[src/wqle_pkg.sv]
// Shared constants, types and arithmetic helpers of the weighted quadratic loss engine
`timescale 1ns / 1ps
`default_nettype none

package wqle_pkg;

   // number formats
   localparam int FRAC_BITS = 16;
   localparam int DATA_W    = 32;
   localparam int SUM_W     = 2 * DATA_W;
   localparam int MUL_A_W   = 2 * DATA_W;
   localparam int PROD_W    = 3 * DATA_W;
   localparam int DIFF_W    = DATA_W + 1;
   localparam int T_W       = DATA_W + 2;
   localparam int CSR_IDX_W = 8;
   localparam int MODE_W    = 2;
   localparam int PSEL_W    = 3;
   localparam int DIV_STEPS = DATA_W;
   localparam int DIV_CNT_W = $clog2(DIV_STEPS);

   // register indexes
   localparam logic [CSR_IDX_W-1:0] REG_MODE           = CSR_IDX_W'(0);
   localparam logic [CSR_IDX_W-1:0] REG_USE_UNIFORM    = CSR_IDX_W'(1);
   localparam logic [CSR_IDX_W-1:0] REG_UNIFORM_WEIGHT = CSR_IDX_W'(2);
   localparam logic [CSR_IDX_W-1:0] REG_ZERO_OFFSET    = CSR_IDX_W'(3);

   // mode codes, the unused code behaves as the hessian product
   localparam logic [MODE_W-1:0] MODE_LOSS = 2'd0;
   localparam logic [MODE_W-1:0] MODE_CONJ = 2'd1;
   localparam logic [MODE_W-1:0] MODE_HESS = 2'd2;

   // product selects of the shared multiplier
   localparam logic [PSEL_W-1:0] PSEL_GRAD = 3'd0;
   localparam logic [PSEL_W-1:0] PSEL_SQ   = 3'd1;
   localparam logic [PSEL_W-1:0] PSEL_LOSS = 3'd2;
   localparam logic [PSEL_W-1:0] PSEL_CONJ = 3'd3;
   localparam logic [PSEL_W-1:0] PSEL_HESS = 3'd4;

   // reset values
   localparam logic [MODE_W-1:0] MODE_RESET           = MODE_LOSS;
   localparam logic [DATA_W-1:0] UNIFORM_WEIGHT_RESET = DATA_W'(1) << FRAC_BITS;

   // saturation limits
   localparam logic [DATA_W-1:0] MAX32 = {1'b0, {(DATA_W-1){1'b1}}};
   localparam logic [DATA_W-1:0] MIN32 = {1'b1, {(DATA_W-1){1'b0}}};
   localparam logic [SUM_W-1:0]  MAX64 = {1'b0, {(SUM_W-1){1'b1}}};
   localparam logic [SUM_W-1:0]  MIN64 = {1'b1, {(SUM_W-1){1'b0}}};

   // controller to datapath commands
   typedef struct packed {
      logic              load;
      logic              div_start;
      logic              div_step;
      logic              conj_q;
      logic              mul_lo;
      logic              mul_hi;
      logic              mul_sum;
      logic              take;
      logic              emit;
      logic [PSEL_W-1:0] psel;
   } ctrl_cmd_type;

   // datapath to controller status
   typedef struct packed {
      logic [MODE_W-1:0] mode;
      logic              w_zero;
   } dp_status_type;

   // signed clamp of a sign and magnitude pair to the 32-bit range
   function automatic logic [DATA_W-1:0] clamp_mag(input logic neg,
                                                    input logic [PROD_W-1:0] mag);
      logic [DATA_W-1:0] res;
      if (!neg) begin
         res = (|mag[PROD_W-1:DATA_W-1]) ? MAX32 : mag[DATA_W-1:0];
      end else if ((|mag[PROD_W-1:DATA_W]) ||
                   (mag[DATA_W-1] && (|mag[DATA_W-2:0]))) begin
         res = MIN32;
      end else begin
         res = DATA_W'(0) - mag[DATA_W-1:0];
      end
      return res;
   endfunction

   // clamp of a two's complement value two bits wider than a data word
   function automatic logic [DATA_W-1:0] clamp_t(input logic [T_W-1:0] v);
      logic [DATA_W-1:0] res;
      if (!v[T_W-1] && (|v[T_W-2:DATA_W-1])) begin
         res = MAX32;
      end else if (v[T_W-1] && !(&v[T_W-2:DATA_W-1])) begin
         res = MIN32;
      end else begin
         res = v[DATA_W-1:0];
      end
      return res;
   endfunction

   // saturating two's complement add of the running sum
   function automatic logic [SUM_W-1:0] sat_add(input logic [SUM_W-1:0] a,
                                                 input logic [SUM_W-1:0] b);
      logic [SUM_W:0]   s;
      logic [SUM_W-1:0] res;
      s = {a[SUM_W-1], a} + {b[SUM_W-1], b};
      if (s[SUM_W] != s[SUM_W-1]) begin
         res = s[SUM_W] ? MIN64 : MAX64;
      end else begin
         res = s[SUM_W-1:0];
      end
      return res;
   endfunction

endpackage

`default_nettype wire

[src/wqle_ctrl.sv]
// Sequencing state machine of the weighted quadratic loss engine
`timescale 1ns / 1ps
`default_nettype none

module wqle_ctrl import wqle_pkg::*; (
   input  logic          clock,
   input  logic          reset,
   input  logic          req_valid,
   output logic          req_ready,
   output logic          rsp_valid,
   input  logic          rsp_ready,
   input  dp_status_type status,
   output ctrl_cmd_type  cmd
);

   localparam int STATE_W = 4;
   localparam logic [STATE_W-1:0] S_IDLE     = 4'd0;
   localparam logic [STATE_W-1:0] S_DISPATCH = 4'd1;
   localparam logic [STATE_W-1:0] S_DIV      = 4'd2;
   localparam logic [STATE_W-1:0] S_CONJ_Q   = 4'd3;
   localparam logic [STATE_W-1:0] S_MUL_LO   = 4'd4;
   localparam logic [STATE_W-1:0] S_MUL_HI   = 4'd5;
   localparam logic [STATE_W-1:0] S_MUL_SUM  = 4'd6;
   localparam logic [STATE_W-1:0] S_TAKE     = 4'd7;
   localparam logic [STATE_W-1:0] S_EMIT     = 4'd8;

   logic [STATE_W-1:0]   state_ff, state_in;
   logic [PSEL_W-1:0]    psel_ff, psel_in;
   logic [DIV_CNT_W-1:0] div_cnt_ff, div_cnt_in;
   logic                 out_valid_ff, out_valid_in;

   // next state and command decode
   always_comb begin
      state_in   = state_ff;
      psel_in    = psel_ff;
      div_cnt_in = div_cnt_ff;
      cmd        = '0;
      cmd.psel   = psel_ff;
      unique case (state_ff)
         S_IDLE: begin
            if (req_valid) begin
               cmd.load = 1'b1;
               state_in = S_DISPATCH;
            end
         end
         S_DISPATCH: begin
            unique case (status.mode)
               MODE_LOSS: begin
                  psel_in  = PSEL_GRAD;
                  state_in = S_MUL_LO;
               end
               MODE_CONJ: begin
                  if (status.w_zero) begin
                     state_in = S_CONJ_Q;
                  end else begin
                     cmd.div_start = 1'b1;
                     div_cnt_in    = '0;
                     state_in      = S_DIV;
                  end
               end
               default: begin
                  psel_in  = PSEL_HESS;
                  state_in = S_MUL_LO;
               end
            endcase
         end
         S_DIV: begin
            cmd.div_step = 1'b1;
            if (div_cnt_ff == DIV_CNT_W'(DIV_STEPS - 1)) begin
               state_in = S_CONJ_Q;
            end else begin
               div_cnt_in = div_cnt_ff + 1'b1;
            end
         end
         S_CONJ_Q: begin
            cmd.conj_q = 1'b1;
            psel_in    = PSEL_CONJ;
            state_in   = S_MUL_LO;
         end
         S_MUL_LO: begin
            cmd.mul_lo = 1'b1;
            state_in   = S_MUL_HI;
         end
         S_MUL_HI: begin
            cmd.mul_hi = 1'b1;
            state_in   = S_MUL_SUM;
         end
         S_MUL_SUM: begin
            cmd.mul_sum = 1'b1;
            state_in    = S_TAKE;
         end
         S_TAKE: begin
            cmd.take = 1'b1;
            if (psel_ff == PSEL_GRAD) begin
               psel_in  = PSEL_SQ;
               state_in = S_MUL_LO;
            end else if (psel_ff == PSEL_SQ) begin
               psel_in  = PSEL_LOSS;
               state_in = S_MUL_LO;
            end else begin
               state_in = S_EMIT;
            end
         end
         S_EMIT: begin
            if (!out_valid_ff || rsp_ready) begin
               cmd.emit = 1'b1;
               state_in = S_IDLE;
            end
         end
         default: begin
            state_in = S_IDLE;
         end
      endcase
   end

   // output beat valid
   always_comb begin
      if (cmd.emit) begin
         out_valid_in = 1'b1;
      end else if (rsp_ready) begin
         out_valid_in = 1'b0;
      end else begin
         out_valid_in = out_valid_ff;
      end
   end

   always_ff @(posedge clock) begin
      if (reset) begin
         state_ff     <= S_IDLE;
         psel_ff      <= PSEL_GRAD;
         div_cnt_ff   <= '0;
         out_valid_ff <= 1'b0;
      end else begin
         state_ff     <= state_in;
         psel_ff      <= psel_in;
         div_cnt_ff   <= div_cnt_in;
         out_valid_ff <= out_valid_in;
      end
   end

   assign req_ready = (state_ff == S_IDLE);
   assign rsp_valid = out_valid_ff;

endmodule

`default_nettype wire

[config.mk]
export PLATFORM = sky130hd
export DESIGN_NAME = wqle_ctrl
export DESIGN_NICKNAME = d
export VERILOG_FILES = /design/src/wqle_pkg.sv /design/src/wqle_ctrl.sv
export SDC_FILE = /design/constraint.sdc
export NUM_CORES = 1
export LEC_CHECK = 0
export BUFFER_PORTS_ARGS = -buffer_cell sky130_fd_sc_hd__buf_2
export CAP_MARGIN = 20
export CORE_MARGIN = 2
export CORE_UTILIZATION = 40
export CTS_CLUSTER_DIAMETER = 120
export DETAILED_ROUTE_END_ITERATION = 10
export HOLD_SLACK_MARGIN = 0.03
export MAX_ROUTING_LAYER = met4
export PLACE_DENSITY = 0.69
export SYNTH_ARGS = -nofsm -noshare
export SYNTH_HDL_FRONTEND = slang
export SYNTH_SLANG_ARGS = --single-unit
[constraint.sdc]
create_clock -name clock -period 2.04 [get_ports clock]
set_clock_uncertainty 0.05 [all_clocks]
set_input_delay 0.204 -clock clock [delete_from_list [all_inputs] [get_ports clock]]
set_output_delay 0.204 -clock clock [all_outputs]
set_load 0.03 [all_outputs]
==> results.md, run 1 <==
* Total Neg Setup Slack at 0 ps
* Status: finished clean
* Max Fclk at 519 MHz
* Initial DRC count at 7
* Compound-cell area share of the yosys netlist at 17.1%
* Initial antenna violation count at 0
* Mapped Avg Cell Area at 8.49 µm²
* Tot Pwr at between 0.5 and 0.6 mW
* Full die area at approximately 2300 µm²
* Top-Level Pins at 21
* Clk buf depth at 2
* Die outline width at between 40 and 50 µm
* Root buffer cell: clkbuf_4
* P&R area growth vs syn at 22.5%
* CP required at 1790 ps
* Layout cells sized above 1 at 31.8%
* Initial Utilization at 43.3%
* Post-Synth XOR/XNOR Area at 1.16%
* Max cap viols at 0
* Largest net degree at the start of global routing at 12
* Post-synthesis adder-cell area fraction at 3.31%
* Hold Crit Class: in2reg
* Storage element area at between 200 and 300 µm²
* CTS tree: yes
* Cell Pwr Density at 636 nW/µm²
* VDD IR-drop max at 496 µV
* Final period demand of the worst path at 1930 ps
* Setup-failing EPs final at 0
* Critical Path End Type: output pin
* Synth warn at 0
* Mux cell area share after synthesis at slightly above 4%
* Main combinational cell family by area after synthesis: simple AND/OR/NAND/NOR gates
* Final WL at 1.63 mm
* Clk sinks at 13
* Clock Latency Late Sink at ~280 ps
* Critical Path Source Type: register
* Grt total ovfl at 0
* Leak at 0.385 nW
* Core Region at 1750 µm²
* Clock transition at path regs at 80 ps
* CTS Buf Count at 3
* Worst relative slew slack at 77.2%
* Final Hold Vio Count at 0
* Antenna Nets Post-Route at 0
* Final Net Count at 120
* Port-buffer cells at 20
* Gr usage total at a little under a fifth
* Worst Path Arrival at 1670 ps
* Via density at 5.16
* First-pass GRT wire length at 2.87 mm
* Die height at 47.5 µm
* Gpl congestion at 0.734
* Multi-input logic area at 469 µm²
* Area share of and/or/nand/nor cells after synthesis at 34.8%
* Row Count at 15
* Sequential share of the synthesized area at 34.4%
* Max Slew Vio Count at 0
* FILL cells at between 150 and 200
* RSZ-0062 raised after global routing: false
* Mapped Cells at 89
* Worst slew pin tran at 339 ps
* Mapped cell area at around 760 µm²
* Wire per inst at 12.1 µm
* Vias at 697
* Flops & latches, synth at 13
* Hold WS at 182 ps
* Crit-path max FO at 9
* Syn_nets at 98
* Vias in the first global route at roughly 660
* Most frequent cells in the layout: buf_2 (19), dfxtp_1 (11), nand2_1 (9)
* # diodes at 0
* Crit share post-route at 94.5%
* Post-CTS Setup Bufs at 0
* Detailed placer's ending HPWL at 1.27 mm
* Netlist cell types at 38
* Commonest non-fill, non-tap cell in the layout: buf_2
* Number of detailed-route iterations in the first pass at 4
* DRC violations left at 0
* WS Path Type: reg2out
* CTS H-tree depth at 1
-- metal layers --
metal	part of all wire, %	global-route usage [%]	up-vias
met1	48	23.5	311
met4	0.92	5.00	0
met3	5.7	5.66	2
met5	0	-	-
li1	-	-	368
met2	45	29.7	16
-- what timing repair did --
item,CTS,global route
resized for setup,0,4
hold buffers,0,0
endpoints found under the setup margin,0,2
-- state kept, by name, indices dropped and copies added, names as in the netlist --
signal / count
state_ff: 4
div_cnt_ff: 5
psel_ff: 3
rsp_valid: 1
-- final cells by class --
type                            instances  share of cell area [%]
Timing Repair Buffer                   23                    13.5
Sequential cell                        13                    28.4
Inverter                                3                    1.22
Tap cell                               25                    3.38
Multi-Input combinational cell         67                    50.7
Clock buffer                            4                    2.84
-- cells in the mapped netlist --
master,number,area (µm²)
dfxtp_1,13,260
buf_2,1,5.00
xor2_1,1,8.76
nor3_1,5,25.0
nor4bb_1,1,10.0
nor4b_4,1,23.8
clkbuf_1,4,15.0
a21oi_1,1,5.00
nand3b_1,3,22.5
nand3_1,3,15.0
and2_1,1,6.26
a2111oi_0,1,8.76
nor3b_1,1,7.51
o32ai_1,2,17.5
mux2_2,1,11.3
o211ai_1,1,7.51
nand2b_2,1,8.76
nand2b_1,5,31.3
and3_1,2,12.5
a32o_1,1,10.0
inv_1,3,11.3
nor4_1,2,12.5
nor2_1,5,18.8
ha_1,2,25.0
nor2b_1,2,12.5
a211oi_2,1,12.5
mux2i_1,2,20.0
or3_1,2,12.5
buf_4,1,7.51
a21bo_2,1,10.0
o21ai_1,3,15.0
o31ai_1,1,7.51
nand2_1,9,33.8
o21a_1,1,7.51
o21ai_0,2,10.0
or4b_1,1,10.0
a211oi_1,1,7.51
o32a_1,1,10.0
-- power by group --
group	internal, mW	switching (mW)	leakage (nW)
clock	0.0759	0.0820	0.0150
combinational	0.0592	0.0904	0.264
sequential	0.265	0.0168	0.106
-- worst paths after layout --
check	from	to	slack, ps	cells past startpoint
worst max register to register	div_cnt_ff[0]	div_cnt_ff[3]	190	6
worst min register to register	psel_ff[1]	psel_ff[1]	440	2
worst max-delay path	state_ff[0]	cmd[3]	110	4
worst min-delay path	status[0]	state_ff[0]	180	3
-- cells by family after synthesis --
group                      Yosys count
adders and majority gates            2
buffers and inverters                9
xor gates and xnor gates             1
and+or+nand+nor                     44
muxes                                3
AOI/OAI and AO/OA                   17
DFF                                 13
-- worst max-delay path, stage by stage (launching register included) --
cell      delay [ps]
dfxtp_2          360
buf_4            160
or4b_1           540
nor2b_1          130
clkbuf_4         190
-- stage by stage --
step / utilization [%] / instances / worst slack [ps] / cell area, µm²
floorplan: - / 89 / 149 / 762
global placement: 50.9 / 131 / 258 / 888
detailed placement: 50.9 / 131 / 188 / 888
CTS: 52.4 / 135 / 41.5 / 915
global route: 53.0 / 135 / 15.3 / 926
finish: 53.0 / 135 / 112 / 926
Power figures use the tool's default switching activity.
==> run 2, diff against run 1 <==
==> constraint.sdc (replaced) <==
create_clock -name clock -period 2.3 [get_ports clock]
set_clock_uncertainty 0.05 [all_clocks]
set_input_delay 0.46 -clock clock [delete_from_list [all_inputs] [get_ports clock]]
set_output_delay 0.46 -clock clock [all_outputs]
set_load 0.03 [all_outputs]
==> run 2 against run 1 <==
  * Clock power decreased by 6%
  * Register-to-register slack improved by 280 ps
  * Die area unchanged
  * Sequential share of layout area decreased by 0.097 points
  * Sequential power decreased by 12%
  * First-iteration DRC count decreased by 43%
  * Total power decreased by 9.8%
  * Core utilization decreased by 0.072 points
  * Largest power group unchanged
==> results.md, run 2 (same netlist as run 1, synthesis figures left out) <==
* Final non-filler cell total at 135 (unchanged)
* Total instance count after detailed placement at 131 (unchanged)
* Crit share post-route at 95.9%
* Post-CTS Setup Bufs at 0 (unchanged)
* CTS Buf Count at 3 (unchanged)
* Row Count at 15 (unchanged)
* Wire per inst at 11.8 µm (-2.7%)
* CTS H-tree depth at 1 (unchanged)
* Multi-input logic area at 472 µm² (+0.53%)
* Hold Crit Start: div_cnt_ff[4]
* Final period demand of the worst path at about 2200 ps
* Antenna Nets Post-Route at 0 (unchanged)
* Layout cells sized above 1 at 31.8% (unchanged)
* Vias at 701 (+0.57%)
* Reg-to-reg startpoint: div_cnt_ff[0]
* DP Area at 888 µm² (unchanged)
* Storage element area at 262 µm² (-0.48%)
* Setup-failing EPs final at 0 (unchanged)
* Die outline width at 47.5 µm (unchanged)
* Max Fclk at 453 MHz
* Top reg by flops: div_cnt_ff
* CTS tree: yes
* Max reg flops at 5 (unchanged)
* Number of detailed-route iterations in the first pass at 4 (unchanged)
* Most frequent cells in the layout: buf_2 (20), dfxtp_1 (12), nand2_1 (9)
* Final Cell Area at 925 µm² (-0.14%)
* Gpl congestion at 0.791 (+7.7%)
* Initial Utilization at 43.3% (unchanged)
* DRC violations left at 0 (unchanged)
* Cell Pwr Density at 575 nW/µm² (-9.7%)
* Top Registers: div_cnt_ff: 5 flops, state_ff: 4 flops, psel_ff: 3 flops
* Clk buf depth at 2 (unchanged)
* Detailed placer's ending HPWL at 1.18 mm (-6.7%)
* First-pass GRT wire length at 2.48 mm (-14%)
* Root buffer cell: clkbuf_4
* Clock Latency Late Sink at 290 ps (about the same)
* Critical Path Source Type: register
* Fin util at 53.0% (-0.072 points)
* Reg2Reg Setup Slack at 470 ps (+280 ps)
* Top-Level Pins at 21 (unchanged)
* Total Neg Setup Slack at 0 ps (unchanged)
* Initial antenna violation count at 0 (unchanged)
* Largest net degree at the start of global routing at 12 (unchanged)
* Max cap viols at 0 (unchanged)
* Core Region at 1750 µm² (unchanged)
* Critical Path End Type: output pin
* Dpl ws at 246 ps (+58.5 ps)
* # diodes at 0 (unchanged)
* Crit-path max FO at 10 (+1)
* Worst slew pin tran at 331 ps (-7.46 ps)
* Via density at 5.19 (+0.57%)
* Final WL at 1.59 mm (-2.7%)
* Status: finished clean
* Gr usage total at 16.4% (-2.5 points)
* Grt total ovfl at 0 (unchanged)
* RSZ-0062 raised after global routing: false
* Final Hold Vio Count at 0 (unchanged)
* P&R area growth vs syn at 22.4%
* Port-buffer cells at 20 (unchanged)
* CP required at 1790 ps (about the same)
* Die height at 47.5 µm (unchanged)
* Max Slew Vio Count at 0 (unchanged)
* WS Path Type: reg2out
* Clock transition at path regs at 80 ps (about the same)
* Hold Crit Class: reg2reg
* Vias in the first global route at 612 (-6.7%)
* Clk sinks at 13 (unchanged)
* Worst Path Arrival at 1700 ps (+30 ps)
* Leak at 0.385 nW (about the same)
* Commonest non-fill, non-tap cell in the layout: buf_2
* Tot Pwr at 0.531 mW (-9.8%)
* VDD IR-drop max at 315 µV (-36%)
* Worst Setup SP: state_ff[0]
* FILL cells at 184 (+5.1%)
* Full die area at 2250 µm² (unchanged)
* Final Net Count at 120 (unchanged)
* Initial DRC count at 4 (-3)
* Final WS setup at 93.4 ps (-18.6 ps)
* Hold WS at 425 ps (+242 ps)
* Worst relative slew slack at 77.7% (+0.50 points)
-- run 2: cell type report --
type,instances,area share (%)
Multi-Input combinational cell,67,51.0
Timing Repair Buffer,23,13.3
Clock buffer,4,2.84
Inverter,3,1.22
Sequential cell,13,28.3
Tap cell,25,3.38
-- run 2: path summary, 6_finish.rpt --
kind | end | cells past startpoint
setup reg to reg | div_cnt_ff[3] | 6
hold / removal | div_cnt_ff[4] | 2
hold reg to reg | div_cnt_ff[4] | 2
setup / recovery | cmd[3] | 4
-- run 2: routing by layer --
| layer | track usage (%) | up-vias | wire, µm |
|---|---|---|---|
| met3 | 3.40 | 2 | 88 |
| met2 | 24.1 | 18 | 740 |
| met1 | 20.4 | 317 | 732 |
| met4 | 10.0 | 0 | 27 |
| met5 | - | - | 0 |
| li1 | - | 364 | - |
-- run 2: critical path, stage by stage, from the launching register on --
cell     delay, ps
dfxtp_1        350
buf_4          180
or4b_1         550
nor2b_1        120
buf_2          200
-- run 2: power by group --
part	leakage (nW)	switching, mW	internal [mW]
Sequential	0.106	0.0137	0.235
Combinational	0.264	0.0819	0.0526
Clock	0.0150	0.0811	0.0675
-- run 2: what timing repair did --
item	CTS	global route
hold buffers	0	0
endpoints found under the setup margin	0	2
resized for setup	0	3
